File: src/pba_pkg.sv
// ----------------------------------------------------------------------------
// pba_pkg
// Shared constants, codes and helpers for the page bitmap allocator.
// ----------------------------------------------------------------------------
package pba_pkg;

    // Sizes of the managed page space and the bitmap
    localparam int NUM_PAGES  = 32768;
    localparam int PAGE_SHIFT = 12;
    localparam int WORD_W     = 32;
    localparam int BIT_W      = $clog2(WORD_W);
    localparam int MAP_WORDS  = NUM_PAGES / WORD_W;
    localparam int WIDX_W     = $clog2(MAP_WORDS);
    localparam int PAGE_W     = $clog2(NUM_PAGES);

    // Field widths
    localparam int CNT_W       = 16;
    localparam int ADDR_W      = 27;
    localparam int IN_ADDR_W   = 32;
    localparam int IN_PAGE_W   = 20;
    localparam int FREE_PAGE_W = IN_ADDR_W - PAGE_SHIFT;

    localparam logic [WORD_W-1:0] FULL_WORD = {WORD_W{1'b1}};
    localparam logic [CNT_W-1:0]  CNT_MAX   = {CNT_W{1'b1}};
    localparam logic [CNT_W-1:0]  CAPACITY  = CNT_W'(NUM_PAGES);

    // Configuration register indexes
    localparam logic CFG_TOTAL    = 1'b0;
    localparam logic CFG_RESERVED = 1'b1;

    typedef enum logic [1:0] {
        MODE_INIT  = 2'd0,
        MODE_ALLOC = 2'd1,
        MODE_FREE  = 2'd2,
        MODE_TEST  = 2'd3
    } mode_t;

    typedef enum logic [1:0] {
        ST_DONE    = 2'd0,
        ST_NO_FREE = 2'd1,
        ST_IGNORED = 2'd2
    } status_t;

    // Bitmap RAM request
    typedef struct packed {
        logic                we;
        logic [WIDX_W-1:0]   waddr;
        logic [WORD_W-1:0]   wdata;
        logic [WIDX_W-1:0]   raddr;
    } ram_req_t;

    // First-free search result
    typedef struct packed {
        logic             hit;
        logic [BIT_W-1:0] bit_idx;
    } find_t;

    // Ones in the low n bits of a word
    function automatic logic [WORD_W-1:0] low_mask(input logic [BIT_W-1:0] n);
        return (WORD_W'(1) << n) - WORD_W'(1);
    endfunction

    // Bits of word widx whose page number lies below limit
    function automatic logic [WORD_W-1:0] below_mask(input logic [WIDX_W-1:0] widx,
                                                     input logic [CNT_W-1:0]  limit);
        logic [CNT_W-BIT_W-1:0] full_words;
        logic [CNT_W-BIT_W-1:0] idx_ext;
        full_words = limit[CNT_W-1:BIT_W];
        idx_ext    = (CNT_W-BIT_W)'(widx);
        if (idx_ext < full_words)
            return FULL_WORD;
        else if (idx_ext == full_words)
            return low_mask(limit[BIT_W-1:0]);
        else
            return '0;
    endfunction

endpackage

File: src/pba_find_free.sv
// ----------------------------------------------------------------------------
// pba_find_free
// Lowest free page of one bitmap word, limited to pages below the total.
// ----------------------------------------------------------------------------
module pba_find_free (
    input  logic [pba_pkg::WORD_W-1:0] word,
    input  logic [pba_pkg::WIDX_W-1:0] word_idx,
    input  logic [pba_pkg::CNT_W-1:0]  total,
    output pba_pkg::find_t             result
);
    import pba_pkg::*;

    logic [WORD_W-1:0] free_bits;
    logic [WORD_W-1:0] lowest;
    logic [BIT_W-1:0]  idx;

    // Free bits inside the managed range, isolate the lowest
    assign free_bits = ~word & below_mask(word_idx, total);
    assign lowest    = free_bits & (~free_bits + WORD_W'(1));

    // Encode the one-hot lowest bit
    always_comb
    begin
        idx = '0;
        for (int i = 0; i < WORD_W; i++)
        begin
            if (lowest[i])
                idx = idx | BIT_W'(i);
        end
    end

    assign result.hit     = |free_bits;
    assign result.bit_idx = idx;

endmodule
File: config.mk
export PLATFORM = sky130hd
export DESIGN_NAME = pba_find_free
export DESIGN_NICKNAME = d
export VERILOG_FILES = /design/src/pba_pkg.sv /design/src/pba_find_free.sv
export SDC_FILE = /design/constraint.sdc
export NUM_CORES = 1
export LEC_CHECK = 0
export BUFFER_PORTS_ARGS = -buffer_cell sky130_fd_sc_hd__buf_4
export CAP_MARGIN = 20
export CORE_MARGIN = 2
export CORE_UTILIZATION = 58
export DETAILED_ROUTE_END_ITERATION = 8
export PLACE_DENSITY = 0.95
export SLEW_MARGIN = 40
export SYNTH_ARGS = -nofsm -noshare
export SYNTH_HDL_FRONTEND = slang
export SYNTH_SLANG_ARGS = --single-unit
File: constraint.sdc
create_clock -name vclk -period 7.3
set_input_delay 1.46 -clock vclk [all_inputs]
set_output_delay 1.46 -clock vclk [all_outputs]
set_load 0.1 [all_outputs]
==> results of run 1 <==
## power groups by stage
stage | clock [W] | combinational, W | sequential [W]
after floorplan | 0 | 0.000108 | 0
after global placement | 0 | 0.000145 | 0
after detailed placement | 0 | 0.000146 | 0
after CTS | 0 | 0.000147 | 0
after global routing | 0 | 0.000163 | 0
final | 0 | 0.000150 | 0
## cell families (layout without fill, tap and decap cells)
kind of cell	after synthesis	count (layout)	synth area share, %
compound gates	115	115	43.55
fa+ha+maj	11	11	7.591
buf+inv	39	85	10.83
xor+xnor	2	2	0.9664
simple gates	115	115	37.06
## metal layers
| layer | vias to the layer above | GRT usage, % | wire (um) |
|---|---|---|---|
| li1 | 1196 | - | - |
| met1 | 1114 | 46.71 | 2571 |
| met2 | 128 | 59.32 | 2816 |
| met3 | 8 | 1.732 | 421 |
| met4 | 0 | 2.222 | 38 |
| met5 | - | 0 | 0 |
## cell type report
cell class                      instances  area (um2)
Inverter                               19       71.32
Multi-Input combinational cell        243        1624
Fill cell                             255       767.0
Timing Repair Buffer                   66       499.2
Tap cell                               33       41.29
## synth_stat cells, types with 2 or more instances
library cell   n
and2_1         2
o211ai_1       4
buf_4          6
xor2_1         2
o22ai_1        2
o21a_1         2
a211oi_1       7
a21o_1         6
and3_1         2
o31a_1         2
inv_1         19
nand2_1       24
a21oi_1       17
buf_6          2
or3_1          3
buf_2         10
a21boi_0       2
nand3b_1       6
a31oi_2        2
ha_1          11
nand4_1        5
o31ai_1        6
nor3_1        17
or3b_2         2
nor4_1         5
nand3_1        7
nand4b_1       2
o21ai_0       20
o21bai_1       2
a31o_2         3
nor2_1        17
nor3b_1        2
nand2b_1       5
nand2_2        2
a31oi_1       26
or4_1          2
## critical path: cells and delay by family
kind / cells / cell delay [ps]
adders and majority gates: 1 / 390
AOI/OAI and AO/OA: 5 / 970
buffers and inverters: 2 / 520
and+or+nand+nor: 6 / 1580
## worst max-delay path by stage
stage                         from         to  slack (ps)
after global routing      total[4]  result[4]         590
after global placement    total[4]  result[4]        1060
final                     total[4]  result[2]         910
after CTS                 total[4]  result[2]         950
after detailed placement  total[4]  result[2]         950
after floorplan           total[1]  result[3]         570
## through the flow
stage | util, % | hold slack, ps | setup WS [ps]
after floorplan | - | 3535 | 571.1
after global placement | 74.08 | 3456 | 1059
after detailed placement | 74.08 | 3460 | 947.0
after CTS | 74.08 | 3460 | 949.2
after global routing | 74.46 | 3481 | 586.3
final | 74.46 | 3463 | 905.8
==> impl_metrics.csv, run 1 <==
group,metric,value,unit
status,run_status,"finished, final reports clean",
floorplan,die_area,3589,um2
logic_synthesis,yosys.area.top_type_share,8.972,%
logic_synthesis,syn-mean-instance-area,6.429,um2
sta,worst_pin_slew,667.0,ps
logic_synthesis,yosysUniqueCellTypes,64,
logic_synthesis,syn_area,1813,um2
pwr,internal_power,0.00005732,W
sta,setup_viol,0,
sta,maxSlewHeadroom,55.38,%
drt,drt-vias-per-instance,6.776,
drt,vias,2446,
finish,nFlopsAndLatches,0,
setup_path,critPathMaxFanout,28,
sta,fin_tns_setup,0,ps
placed_design,place.gp.congestion,1.043,
placed_design,dp.cells,360,
grt,grt_first_pass_wirelength,9577,um
sta,fin_crit_sh,87.59,%
finish,syn2layout_area_growth,23.33,%
drt,wl_per_cell,16.20,um
placed_design,placed_area,2225,um2
setup_path,critPathKind,"in -> out",
floorplan,core-area,3003,um2
grt,antenna_found_initial,0,
sta,fin_crit,6394,ps
drt,wirelength,5848,um
pwr,p_sw,0.00009250,W
clock_tree,cts_resized,0,
setup_path,worstPathCellList,"buf_4 > nor3_1 > nand3b_1 > ha_1 > nand2b_1 > nor4_1 > o31ai_1 > a31oi_1 > or2_1 > or4_1 > a211oi_1 > o21ai_0 > o311ai_2 > buf_4",
finish,final_common_cell,"buf_4",
finish,drive_gt1_share,26.22,%
placed_design,port_buffers,64,
setup_path,arrival,4930,ps
pwr,p_per_area,67.01,nW/um2
grt,grt_pass1_vias,2181,
setup_path,cpMostUsedCell,"buf_4",
grt,grt.total_usage,33.60,%
pwr,p_leak,0.9190,nW
logic_synthesis,synth_nets,351,
pwr,p_comb_share,100.0,%
sta,rsz0062_at_grt,"no",
grt,grt-ovfl-total,0,
logic_synthesis,yosysWarningCount,0,
finish,stdcell_area,2236,um2
setup_path,cp.required,5840,ps
finish,antenna_cells,0,
grt,grt_max_degree,38,
logic_synthesis,synthCells,282,
logic_synthesis,ys_seq_area_share,0,%
finish,nClkBuffers,0,
pwr,seqPwrFrac,0,%
min_path,hold_class,"in -> out",
min_path,min_to,"result[2]",
min_path,min-delay-start,"word[29]",
setup_path,cp-start-kind,"input pin",
placed_design,place_hpwl,4666,um
drt,dr.pass1.iters,5,
floorplan,row_count,20,
clock_tree,post-cts-setup-buffers,0,
drt,drtIter0Drc,261,
sta,fmax,0.1564,GHz
floorplan,initial_core_util,60.38,%
logic_synthesis,synth_top_cell_by_area,"a31oi_1",
finish,final_cell_mix,"buf_4 (65), a31oi_1 (26), nand2_1 (24)",
drt,detail-route-antenna-nets,0,
finish,nets,399,
setup_path,endpoint_kind,"primary output",
setup_path,slowest_delay,510,ps
pwr,finalPower,0.0001498,W
floorplan,fp.dieH,59.91,um
floorplan,pin_count,64,
pwr,switching_share,61.74,%
finish,final_cells,361,
sta,finalHoldViolCount,0,
clock_tree,postCtsHoldBufs,0,
finish,regArea,0,um2
floorplan,die_w,59.91,um
min_path,whs_path_depth,5,
pwr,power_frac_clock,0,%
logic_synthesis,synth_area_leaders,"a31oi_1 (9.0%), ha_1 (7.6%), o21ai_0 (5.5%)",
setup_path,slowest_stage,"or4_1",
pwr,peakVddDrop,49.48,uV
drt,drcViolationCount,0,
flow_run,cap_violations,0,
sta,final_max_slew_viol_count,0,
(Power assumes the default switching activity.)
==> run 2: changes to the inputs <==
--- a/config.mk
+++ b/config.mk
@@ -5,12 +5,12 @@
 export SDC_FILE = /design/constraint.sdc
 export NUM_CORES = 1
 export LEC_CHECK = 0
-export BUFFER_PORTS_ARGS = -buffer_cell sky130_fd_sc_hd__buf_4
 export CAP_MARGIN = 20
 export CORE_MARGIN = 2
-export CORE_UTILIZATION = 58
+export CORE_UTILIZATION = 60
 export DETAILED_ROUTE_END_ITERATION = 8
-export PLACE_DENSITY = 0.95
+export DONT_BUFFER_PORTS = 1
+export PLACE_DENSITY = 0.87
 export SLEW_MARGIN = 40
 export SYNTH_ARGS = -nofsm -noshare
 export SYNTH_HDL_FRONTEND = slang
==> impl_metrics.csv, run 2 (synthesized netlist as in run 1, its figures left out) <==
group,metric,value,unit
finish,drive_gt1_share,10.78,%
setup_path,cp-start-kind,"input pin",
setup_path,cpMostUsedCell,"nor3_1",
drt,detail-route-antenna-nets,0,
floorplan,fp.dieH,58.97,um
sta,fin_crit_sh,88.44,%
finish,nClkBuffers,0,
grt,antenna_found_initial,0,
grt,grt_pass1_vias,1979,
finish,syn2layout_area_growth,0.00005516,%
sta,worst_slack,844.0,ps
floorplan,core-area,2805,um2
finish,antenna_cells,0,
sta,fin_crit,6456,ps
clock_tree,cts_resized,0,
sta,rsz0062_at_grt,"no",
sta,finalHoldViolCount,0,
drt,wl_per_cell,19.27,um
placed_design,dpl_worst_slack,926.2,ps
clock_tree,post-cts-setup-buffers,0,
drt,drtIter0Drc,250,
pwr,p_per_area,65.27,nW/um2
sta,fin_tns_setup,0,ps
setup_path,crit_start,"total[4]",
drt,drt-vias-per-instance,7.477,
finish,final_cells,300,
sta,fmax,0.1549,GHz
setup_path,endpoint_kind,"primary output",
sta,holdWs,3379,ps
setup_path,slowest_stage,"or3b_2",
status,violations,"design-rule violations",
setup_path,cp.required,5840,ps
drt,wirelength,5781,um
setup_path,critPathMaxFanout,28,
finish,nets,340,
setup_path,path_depth,13,
setup_path,critPathTopFamily,"simple AND/OR/NAND/NOR gates",
setup_path,crit_buf_inv,1,
grt,grt-ovfl-total,0,
pwr,peakVddDrop,28.69,uV
clock_tree,postCtsHoldBufs,0,
grt,grt_first_pass_wirelength,9377,um
setup_path,worstSetupEndpoint,"result[4]",
setup_path,arrival,5000,ps
grt,grt.total_usage,33.30,%
finish,regArea,0,um2
placed_design,place_hpwl,4550,um
sta,maxSlewHeadroom,51.14,%
floorplan,die_w,58.97,um
floorplan,row_count,19,
placed_design,port_buffers,0,
setup_path,worstPathCellList,"nor3_1 > nand3b_1 > ha_1 > or3b_2 > nor4b_1 > o31ai_1 > a31oi_1 > nor3_1 > nand2_1 > nor3_1 > o21ai_0 > o2111ai_2 > buf_4",
finish,final_cell_mix,"a31oi_1 (26), nand2_1 (24), o21ai_0 (20)",
drt,dr.pass1.iters,7,
floorplan,pin_count,64,
placed_design,place.gp.congestion,0.9879,
setup_path,critPathKind,"in -> out",
sta,final_max_slew_viol_count,0,
min_path,hold_class,"in -> out",
sta,worst_pin_slew,726.2,ps
finish,final_common_cell,"a31oi_1",
status,run_status,"complete, but fails checks",
placed_design,dp.cells,299,
grt,grt_max_degree,39,
sta,setup_viol,0,
floorplan,die_area,3477,um2
finish,nFlopsAndLatches,0,
setup_path,slowest_delay,560,ps
drt,drcViolationCount,4,
drt,vias,2243,
floorplan,initial_core_util,64.63,%
flow_run,cap_violations,0,
pwr,p_leak,0.6721,nW
## run 2: cell types whose count changed in the layout (fill, tap and decap cells not counted)
| cell | delta |
|---|---|
| o2111ai_2 | +1 |
| o221ai_1 | -1 |
| buf_4 | -59 |
| o221ai_2 | +1 |
| o311ai_4 | +1 |
| o2111ai_1 | -1 |
| o311ai_2 | -1 |
## run 2: stage by stage
stage | instance area (um2) | util, % | power (W)
5_1_grt | 1813 | 64.63 | 0.0001283
3_5_place_dp | 1802 | 64.23 | 0.0001145
6_report | 1813 | 64.63 | 0.0001183
3_3_place_gp | 1802 | 64.23 | 0.0001120
4_1_cts | 1802 | 64.23 | 0.0001149
2_1_floorplan | 1821 | - | 0.0001077
## run 2: where the power goes
group          switching, W  internal (W)  total, W
logic             0.0000807     0.0000377  0.000118
clock network             0             0         0
registers                 0             0         0
## run 2: how the worst min path moves through the flow
stage | from | to | cells past startpoint
final | word[30] | result[5] | 3
after global routing | word[30] | result[5] | 3
after CTS | word[30] | result[5] | 3
after detailed placement | word[30] | result[5] | 3
after global placement | word[30] | result[5] | 3
after floorplan | word[29] | result[2] | 3
## run 2: cell type report
cell class	count	area, um2
multi-input cells	243	1647
fillers	259	992.2
inverters	19	71.32
repair buffers	7	56.30
well taps	31	38.79
## run 2: metal layers
layer,track usage (%),routed length (um)
met4,10.39,214
met2,54.92,2767
met1,45.62,2196
met3,3.275,602
met5,0,0
## run 2: worst min-delay path, stage by stage
cell,delay [ps]
a31o_2,120
nand4b_1,90
buf_4,240
==> run 3: changes to the inputs <==
--- a/config.mk
+++ b/config.mk
@@ -10,7 +10,9 @@
 export CORE_UTILIZATION = 60
 export DETAILED_ROUTE_END_ITERATION = 8
 export DONT_BUFFER_PORTS = 1
+export MAX_ROUTING_LAYER = met4
 export PLACE_DENSITY = 0.87
+export SKIP_LAST_GASP = 1
 export SLEW_MARGIN = 40
 export SYNTH_ARGS = -nofsm -noshare
 export SYNTH_HDL_FRONTEND = slang
==> impl_metrics.csv, run 3 (synthesized netlist as in run 1, its figures left out) <==
group,metric,value,unit
status,run_status,"complete, but fails checks",
status,violations,"design-rule violations",
clock_tree,post-cts-setup-buffers,0,
setup_path,arrival,4930,ps
pwr,p_per_area,65.56,nW/um2
setup_path,critPathKind,"in -> out",
floorplan,row_count,19,
drt,wl_per_cell,19.34,um
clock_tree,postCtsHoldBufs,0,
setup_path,cpMostUsedCell,"nor3_1",
finish,nFlopsAndLatches,0,
floorplan,die_w,58.97,um
finish,nClkBuffers,0,
finish,syn2layout_area_growth,-0.6210,%
sta,fin_tns_setup,0,ps
clock_tree,cts_resized,0,
finish,utilization,64.23,%
drt,detail-route-antenna-nets,0,
sta,finalHoldViolCount,0,
floorplan,core-area,2805,um2
grt,antenna_found_initial,0,
drt,wirelength,5783,um
flow_run,cap_violations,0,
placed_design,port_buffers,0,
finish,nets,339,
placed_design,place.gp.congestion,1.017,
grt,grt.total_usage,34.60,%
finish,regArea,0,um2
setup_path,cp-start-kind,"input pin",
sta,fmax,0.1565,GHz
setup_path,endpoint_kind,"primary output",
sta,maxSlewHeadroom,49.29,%
grt,grt-ovfl-total,0,
grt,grt_max_degree,39,
floorplan,die_area,3477,um2
pwr,p_leak,0.6659,nW
pwr,peakVddDrop,32.56,uV
setup_path,worstPathCellList,"nor3_1 > nand3b_1 > ha_1 > or3b_2 > nor4b_1 > o31ai_1 > a31oi_1 > nor3_1 > nand2_1 > nor3_1 > o21ai_0 > o2111ai_2 > buf_4",
floorplan,initial_core_util,64.63,%
setup_path,slowest_delay,560,ps
finish,final_cell_mix,"a31oi_1 (26), nand2_1 (24), o21ai_0 (20)",
finish,antenna_cells,0,
sta,final_max_slew_viol_count,0,
sta,rsz0062_at_grt,"no",
drt,dr.pass1.iters,7,
finish,drive_gt1_share,10.45,%
finish,final_common_cell,"a31oi_1",
sta,fin_crit,6388,ps
placed_design,place_hpwl,4574,um
sta,fin_crit_sh,87.51,%
drt,vias,2281,
min_path,hold_class,"in -> out",
finish,fill_cells,265,
grt,grt_pass1_vias,1946,
sta,worst_pin_slew,758.2,ps
grt,grt_first_pass_wirelength,9349,um
drt,drtIter0Drc,212,
drt,drt-vias-per-instance,7.629,
sta,setup_viol,0,
placed_design,placed_area,1802,um2
setup_path,cp.required,5840,ps
setup_path,slowest_stage,"or3b_2",
floorplan,pin_count,64,
floorplan,fp.dieH,58.97,um
setup_path,critPathMaxFanout,28,
finish,stdcell_area,1802,um2
drt,drcViolationCount,4,
-- run 3: cell count changes in the layout (fill, tap and decap cells not counted), sizes merged --
cell,previous run,this run
buf,7,6
-- run 3: where the power goes --
part | switching (W) | leakage (nW) | internal [W]
combinational | 0.0000803 | 0.666 | 0.0000378
clock | 0 | 0 | 0
sequential | 0 | 0 | 0
-- run 3: worst paths after layout --
path	depth (start not counted)	from	to
setup / recovery	13	total[4]	result[4]
hold / removal	3	word[30]	result[5]
-- run 3: through the flow --
stage / power, W / hold slack [ps] / std cells / worst slack, ps
2_1_floorplan: 0.0001077 / 3535 / 282 / 571.1
3_3_place_gp: 0.0001124 / 3382 / 299 / 1108
3_5_place_dp: 0.0001149 / 3366 / 299 / 997.3
4_1_cts: 0.0001153 / 3363 / 299 / 979.4
5_1_grt: 0.0001291 / 3388 / 299 / 567.6
6_report: 0.0001181 / 3382 / 299 / 912.0
-- run 3: layer usage --
layer,GRT usage [%],share of wire (%)
met1,48.14,39
met2,52.22,47
met3,2.838,9.4
met4,12.66,4.7
met5,-,0
-- run 3: cell type report --
class | instances | area, um2 | share of cell area (%)
inverters | 19 | 71.32 | 3.958
multi-input cells | 243 | 1647 | 91.39
well taps | 31 | 38.79 | 2.153
repair buffers | 6 | 45.04 | 2.500
-- run 3: worst max-delay path: cells and delay by family --
kind,cells,cell delay (ps)
AO/OA/AOI/OAI,4,1040
adder cells (fa/ha/maj),1,410
buffers and inverters,1,270
AND/OR/NAND/NOR,7,1720
